[src/sdd_pkg.sv]
// ----------------------------------------------------------------------------
// sdd_pkg
// Shared widths, constants, tables and stage types for the differential
// drive mixer.
// ----------------------------------------------------------------------------
package sdd_pkg;

    localparam int STICK_W = 11;
    localparam int CELL_W  = 16;
    localparam int XY_W    = 18;
    localparam int SQ_W    = 35;
    localparam int FS_W    = 17;
    localparam int ANG_W   = 17;
    localparam int CW      = 34;
    localparam int PRESHIFT = 12;
    localparam int ROOT_BITS = 26;
    localparam int R8_W    = 25;
    localparam int MAG_W   = 17;
    localparam int T_W     = 14;
    localparam int U_W     = 15;
    localparam int NQ_W    = 31;
    localparam int RECIP_SHIFT = 44;
    localparam int QE_W    = 2 * NQ_W - RECIP_SHIFT;
    localparam int GAIN_W  = 19;
    localparam int DUTY_FRAC = 24;

    localparam int DUTY_BITS_DEF     = 8;
    localparam int CORDIC_STAGES_DEF = 16;

    localparam logic [FS_W-1:0] FS_RESET = FS_W'(500);

    localparam int PI_Q      = 25736;
    localparam int HALF_PI_Q = 12868;
    localparam logic signed [ANG_W-1:0] ANG_PI   = ANG_W'(PI_Q);
    localparam logic signed [ANG_W-1:0] ANG_HALF = ANG_W'(HALF_PI_Q);
    localparam logic [NQ_W-1:0] RECIP = NQ_W'((64'd1 << RECIP_SHIFT) / HALF_PI_Q);
    localparam logic [NQ_W-1:0] ROUND_HALF = NQ_W'(HALF_PI_Q / 2);

    localparam logic FUNC_STICK = 1'b0;
    localparam logic FUNC_CELLS = 1'b1;

    localparam int LEFT  = 0;
    localparam int RIGHT = 1;

    typedef struct packed {
        logic [SQ_W-1:0]         s;
        logic signed [XY_W-1:0]  x;
        logic signed [XY_W-1:0]  y;
        logic signed [ANG_W-1:0] z;
    } front_t;

    typedef struct packed {
        logic [SQ_W-1:0]         s;
        logic signed [ANG_W-1:0] z;
    } vec_t;

    typedef struct packed {
        logic [R8_W-1:0]         r8;
        logic signed [ANG_W-1:0] z;
    } polar_t;

    typedef struct packed {
        logic [1:0][MAG_W-1:0] ag;
        logic [1:0]            neg;
        logic [R8_W-1:0]       r8;
    } gain_t;

    function automatic logic signed [ANG_W-1:0] atan_q(input int i);
        logic signed [ANG_W-1:0] a;
        case (i)
            0:  a = ANG_W'(6434);
            1:  a = ANG_W'(3798);
            2:  a = ANG_W'(2007);
            3:  a = ANG_W'(1019);
            4:  a = ANG_W'(511);
            5:  a = ANG_W'(256);
            6:  a = ANG_W'(128);
            7:  a = ANG_W'(64);
            8:  a = ANG_W'(32);
            9:  a = ANG_W'(16);
            10: a = ANG_W'(8);
            11: a = ANG_W'(4);
            12: a = ANG_W'(2);
            13: a = ANG_W'(1);
            default: a = '0;
        endcase
        return a;
    endfunction

    function automatic logic signed [2:0] bp_gain(input int side, input logic [2:0] idx);
        logic signed [2:0] g;
        if (side == LEFT)
        begin
            case (idx) inside
                3'd1:       g = -3'sd1;
                3'd2, 3'd3: g = 3'sd1;
                default:    g = 3'sd0;
            endcase
        end
        else
        begin
            case (idx) inside
                3'd1:    g = -3'sd1;
                3'd2:    g = 3'sd0;
                default: g = 3'sd1;
            endcase
        end
        return g;
    endfunction

endpackage

[src/sdd_gain.sv]
// ----------------------------------------------------------------------------
// sdd_gain
// Piecewise-linear left and right wheel gains over the angle, with the
// rounded division by pi/2 done as a reciprocal multiply and a correction.
// ----------------------------------------------------------------------------
module sdd_gain (
    input  logic             clk,
    input  logic             rst_n,
    input  logic             in_valid,
    output logic             in_ready,
    input  sdd_pkg::polar_t  in_data,
    output logic             out_valid,
    input  logic             out_ready,
    output sdd_pkg::gain_t   out_data
);
    import sdd_pkg::*;

    localparam int N   = 4;
    localparam int P_W = 2 * NQ_W;

    logic [N-1:0] v_reg;
    logic [N-1:0] en;
    logic [N-1:0] vsrc;

    logic signed [ANG_W-1:0] z, base, t_full;
    logic [1:0] k;
    logic [T_W-1:0] t;
    logic signed [2:0] g0, g1, dg;
    logic [1:0] dgm;
    logic [U_W-1:0] u;

    logic [1:0][NQ_W-1:0] n_next, n0_reg, n1_reg, n2_reg;
    logic [1:0] nq_next, nq0_reg, nq1_reg, nq2_reg;
    logic [1:0][2:0] g0_next, g00_reg, g01_reg, g02_reg;
    logic [R8_W-1:0] r80_reg, r81_reg, r82_reg;
    logic [1:0][P_W-1:0] p_next, p_reg;
    logic [1:0][QE_W-1:0] qe_next, qe_reg;
    logic [1:0][NQ_W-1:0] pc_next, pc_reg;
    logic [NQ_W-1:0] rem;
    logic [QE_W-1:0] q;
    logic signed [GAIN_W-1:0] qs, gain;
    gain_t o_next, o_reg;

    always_comb
    begin
        en[N-1] = !v_reg[N-1] || out_ready;
        for (int i = N - 2; i >= 0; i--)
        begin
            en[i] = !v_reg[i] || en[i+1];
        end
    end

    assign vsrc      = {v_reg[N-2:0], in_valid};
    assign in_ready  = en[0];
    assign out_valid = v_reg[N-1];
    assign out_data  = o_reg;

    always_comb
    begin
        z = in_data.z;
        if (z < -ANG_HALF)
        begin
            k    = 2'd0;
            base = -ANG_PI;
        end
        else if (z < 0)
        begin
            k    = 2'd1;
            base = -ANG_HALF;
        end
        else if (z < ANG_HALF)
        begin
            k    = 2'd2;
            base = '0;
        end
        else
        begin
            k    = 2'd3;
            base = ANG_HALF;
        end
        t_full = z - base;
        t      = t_full[T_W-1:0];
        g0 = '0;
        g1 = '0;
        dg = '0;
        dgm = '0;
        u = '0;
        for (int sd = 0; sd < 2; sd++)
        begin
            g0  = bp_gain(sd, {1'b0, k});
            g1  = bp_gain(sd, 3'({1'b0, k}) + 3'd1);
            dg  = g1 - g0;
            dgm = (dg < 0) ? 2'(-dg) : 2'(dg);
            u   = (dgm[1] ? {t, 1'b0} : '0) | (dgm[0] ? {1'b0, t} : '0);
            n_next[sd]  = {u, 16'b0} + ROUND_HALF;
            nq_next[sd] = (dg < 0);
            g0_next[sd] = g0;
        end
    end

    always_comb
    begin
        for (int sd = 0; sd < 2; sd++)
        begin
            p_next[sd] = P_W'(n0_reg[sd]) * P_W'(RECIP);
        end
    end

    always_comb
    begin
        for (int sd = 0; sd < 2; sd++)
        begin
            qe_next[sd] = p_reg[sd][P_W-1:RECIP_SHIFT];
            pc_next[sd] = NQ_W'(32'(qe_next[sd]) * 32'(HALF_PI_Q));
        end
    end

    always_comb
    begin
        rem  = '0;
        q    = '0;
        qs   = '0;
        gain = '0;
        for (int sd = 0; sd < 2; sd++)
        begin
            rem  = n2_reg[sd] - pc_reg[sd];
            q    = qe_reg[sd] + QE_W'(rem >= NQ_W'(HALF_PI_Q));
            qs   = nq2_reg[sd] ? -$signed({1'b0, q}) : $signed({1'b0, q});
            gain = $signed({g02_reg[sd], 16'b0}) + qs;
            o_next.neg[sd] = (gain < 0);
            o_next.ag[sd]  = (gain < 0) ? MAG_W'(-gain) : MAG_W'(gain);
        end
        o_next.r8 = r82_reg;
    end

    always_ff @(posedge clk or negedge rst_n)
    begin
        if (!rst_n)
        begin
            v_reg <= '0;
        end
        else
        begin
            for (int i = 0; i < N; i++)
            begin
                if (en[i])
                begin
                    v_reg[i] <= vsrc[i];
                end
            end
        end
    end

    always_ff @(posedge clk)
    begin
        if (en[0])
        begin
            n0_reg  <= n_next;
            nq0_reg <= nq_next;
            g00_reg <= g0_next;
            r80_reg <= in_data.r8;
        end
        if (en[1])
        begin
            p_reg   <= p_next;
            n1_reg  <= n0_reg;
            nq1_reg <= nq0_reg;
            g01_reg <= g00_reg;
            r81_reg <= r80_reg;
        end
        if (en[2])
        begin
            qe_reg  <= qe_next;
            pc_reg  <= pc_next;
            n2_reg  <= n1_reg;
            nq2_reg <= nq1_reg;
            g02_reg <= g01_reg;
            r82_reg <= r81_reg;
        end
        if (en[3])
        begin
            o_reg <= o_next;
        end
    end

endmodule

[config.mk]
export PLATFORM = sky130hd
export DESIGN_NAME = sdd_gain
export DESIGN_NICKNAME = d
export VERILOG_FILES = /design/src/sdd_pkg.sv /design/src/sdd_gain.sv
export SDC_FILE = /design/constraint.sdc
export NUM_CORES = 2
export LEC_CHECK = 0
export BUFFER_PORTS_ARGS = -buffer_cell sky130_fd_sc_hd__buf_2
export CAP_MARGIN = 15
export CORE_MARGIN = 10
export CORE_UTILIZATION = 50
export CTS_BUF_LIST = sky130_fd_sc_hd__clkbuf_16
export CTS_CLUSTER_SIZE = 8
export DETAILED_ROUTE_END_ITERATION = 8
export GPL_TIMING_DRIVEN = 0
export HOLD_SLACK_MARGIN = 0.02
export PLACE_DENSITY = 0.66
export SLEW_MARGIN = 20
export SYNTH_ARGS = -nofsm -noshare
export SYNTH_HDL_FRONTEND = slang
export SYNTH_SLANG_ARGS = --single-unit
[constraint.sdc]
create_clock -name clk -period 20.4 [get_ports clk]
set_input_delay 1.02 -clock clk [delete_from_list [all_inputs] [get_ports clk]]
set_output_delay 1.02 -clock clk [all_outputs]
set_load 0.05 [all_outputs]
==> impl_metrics.toml <==
[status]
outcome = "completed"

[floorplan]
dieWidth_um = 299
core-area_sq_um = 77300
num_rows = 102
initial_core_util_pct = 50.4
dieArea_sq_um = 89500
ioPinCount = 109
die_h_um = 299

[layout]
final_core_util_pct = 54.9
area_growth_pct = 8.84
drive_gt1_share_pct = 6.42
largest_reg_flops = 61
fin_nets = 4820
antenna_cells = 0

[synth]
yosys.area.top_type = "edfxtp_1"
ys_top_cells_by_count = "ha_1 (740), inv_1 (735), fa_1 (404)"
yosysWarnings = 0
synth_ff_type = "edfxtp_1"
synth.avg_cell_area_sq_um = 11.3
synth_nets = 4649
ys_ff_latch = 367
synth_top_area_share_pct = 28.0
synth_cell_type_count = 92
yosysMostFrequentCell = "ha_1"
syn_inst = 3459
async_reset_ff_share_pct = 1.09
syn_area_sq_um = 39000
synth_edf_count = 363
yosys-top-cells-area = "edfxtp_1 (28%), ha_1 (24%), fa_1 (21%), inv_1 (7.1%), xnor2_1 (3.3%)"
synth-seq-area-share_pct = 28.2

[global_routing]
grtUsageTotal_pct = 17.6
grt_max_degree = 62
grt_pass1_wl_um = 129000
overflow = 0
grt_pass1_vias = 24904
antenna_found_initial = 2

[sta]
worst_pin_slew_ps = 1030
hold_violations = 0
relSlewSlack_pct = 30.6
fmax_mhz = 114
finalCritPeriodShare_pct = 43.1
setup_viol = 0
rsz0062_at_grt = "no"
min_period_ps = 8790
slew_violations = 0
fin_tns_setup_ps = 0
fin_skew_ps = 30.4

[clock_network]
htree_levels = 2
holdBufCountCts = 0
cts_tree = "yes"
cts_buffers = 52
cts_sinks = 367
clk_pin_slew_ps = 50
insertion_delay_ps = 600
cts_resized = 0
clockBufferDepth = 3
root_buffer = "clkbuf_16"
postCtsSetupBuffers = 0

[worst_setup_path]
timing.rr.end = "p_reg[123]$_DFFE_PP_"
slowest_stage = "edfxtp_1"
path_cells = "inv_1 > fa_1 > inv_1 > fa_1 > ha_1 > fa_1 > fa_1 > fa_1 > fa_1 > ha_1 > ha_1 > a21o_1 > a21oi_1 > nand4b_1 > a211oi_1 > o31ai_1 > a21oi_1 > a31oi_1 > a211oi_1 > o21bai_1 > xnor2_1"
rrSetupSlack_ps = 11610
cp.arrival_ps = 9120
worstPathRequired_ps = 20740
r2r_start = "n0_reg[48]$_DFFE_PP_"
start_kind = "flop"
path_max_fanout = 13
criticalPathCategory = "flop to flop"
ff2ff_path_depth = 21
slowest_delay_ps = 910
cpMostUsedCell = "fa_1"
endpoint_kind = "flop"

[route]
dr.pass1.iters = 5
drtAntennaViolNets = 0
post_drt_via_cell_ratio = 5.21
wirelength_um = 77200
wl_per_cell_um = 16.5
route.detailed.drc = 0
vias = 24432
drt-initial-drc-count = 1371

[min_path]
hold_path.class = "input pin to async pin"

[placed_design]
routabilityCongestion = 0.898
port_buffers = 108
dp_hpwl_um = 64100

[job]
maxCapViolCount = 0
## area by class of cell
type	instances	area [sq um]
Timing Repair Buffer	117	696
Inverter	736	2770
Fill cell	6684	34900
Multi-Input combinational cell	2326	25000
Clock inverter	18	126
Buffer	30	194
Sequential cell	367	11000
Clock buffer	52	1300
Tap cell	1040	1300
## worst max path at each step
stage	start	endpoint	slack, ps
final	n0_reg[48]$_DFFE_PP_	p_reg[123]$_DFFE_PP_	11610
after global routing	n0_reg[48]$_DFFE_PP_	p_reg[123]$_DFFE_PP_	11180
after CTS	n0_reg[48]$_DFFE_PP_	p_reg[123]$_DFFE_PP_	11520
after detailed placement	n0_reg[48]$_DFFE_PP_	p_reg[123]$_DFFE_PP_	11580
after global placement	n0_reg[48]$_DFFE_PP_	p_reg[123]$_DFFE_PP_	11570
after floorplan	n0_reg[19]$_DFFE_PP_	p_reg[59]$_DFFE_PP_	13590
## per-layer routing
| layer | track usage (%) | share of wire (%) |
|---|---|---|
| met1 | 24.8 | 48 |
| met2 | 28.3 | 45 |
| met5 | 0 | 0.022 |
| met4 | 4.47 | 2.0 |
| met3 | 2.52 | 4.6 |
## per-stage QoR
step | hold slack (ps) | worst slack [ps] | area [sq um] | instances
2_1_floorplan | 400 | 13590 | 39000 | 3459
3_3_place_gp | 400 | 11570 | 40800 | 4607
3_5_place_dp | 405 | 11580 | 41000 | 4616
4_1_cts | 194 | 11520 | 42400 | 4686
5_1_grt | 207 | 11180 | 42400 | 4686
6_report | 229 | 11610 | 42400 | 4686
## critical path, delay by kind of cell (launching register included)
| kind | cells | cell delay (ps) |
|---|---|---|
| AND/OR/NAND/NOR | 1 | 190 |
| flip-flops | 1 | 910 |
| AO/OA/AOI/OAI | 8 | 2650 |
| adder cells (fa/ha/maj) | 9 | 4060 |
| buffers and inverters | 2 | 560 |
| XOR/XNOR | 1 | 140 |
## cell usage in the layout (no fill, tap or decap), drive strengths merged, types with 44 or more instances in the layout
| master | synthesis | routed |
|---|---|---|
| inv | 736 | 750 |
| nand3 | 57 | 57 |
| nand2 | 112 | 112 |
| edfxtp | 363 | 363 |
| nor2 | 111 | 111 |
| buf | 15 | 132 |
| xor2 | 60 | 60 |
| o21ai | 107 | 107 |
| a21oi | 89 | 89 |
| xnor2 | 146 | 146 |
| ha | 740 | 740 |
| nor3 | 44 | 44 |
| fa | 404 | 404 |
| clkbuf | 15 | 67 |
## kinds of logic (layout without fill, tap and decap cells)
logic type | after synthesis | in the layout | synth area share (%)
simple gates | 507 | 507 | 6.76
compound gates | 458 | 458 | 7.98
flops | 367 | 367 | 28.2
fa+ha+maj | 1144 | 1144 | 44.5
xor+xnor | 206 | 206 | 4.67
mux | 11 | 11 | 0.286
buf+inv | 766 | 953 | 7.59
Power is not shown: default switching activity piles up to over one toggle a cycle in this logic, so the estimate is an artifact.
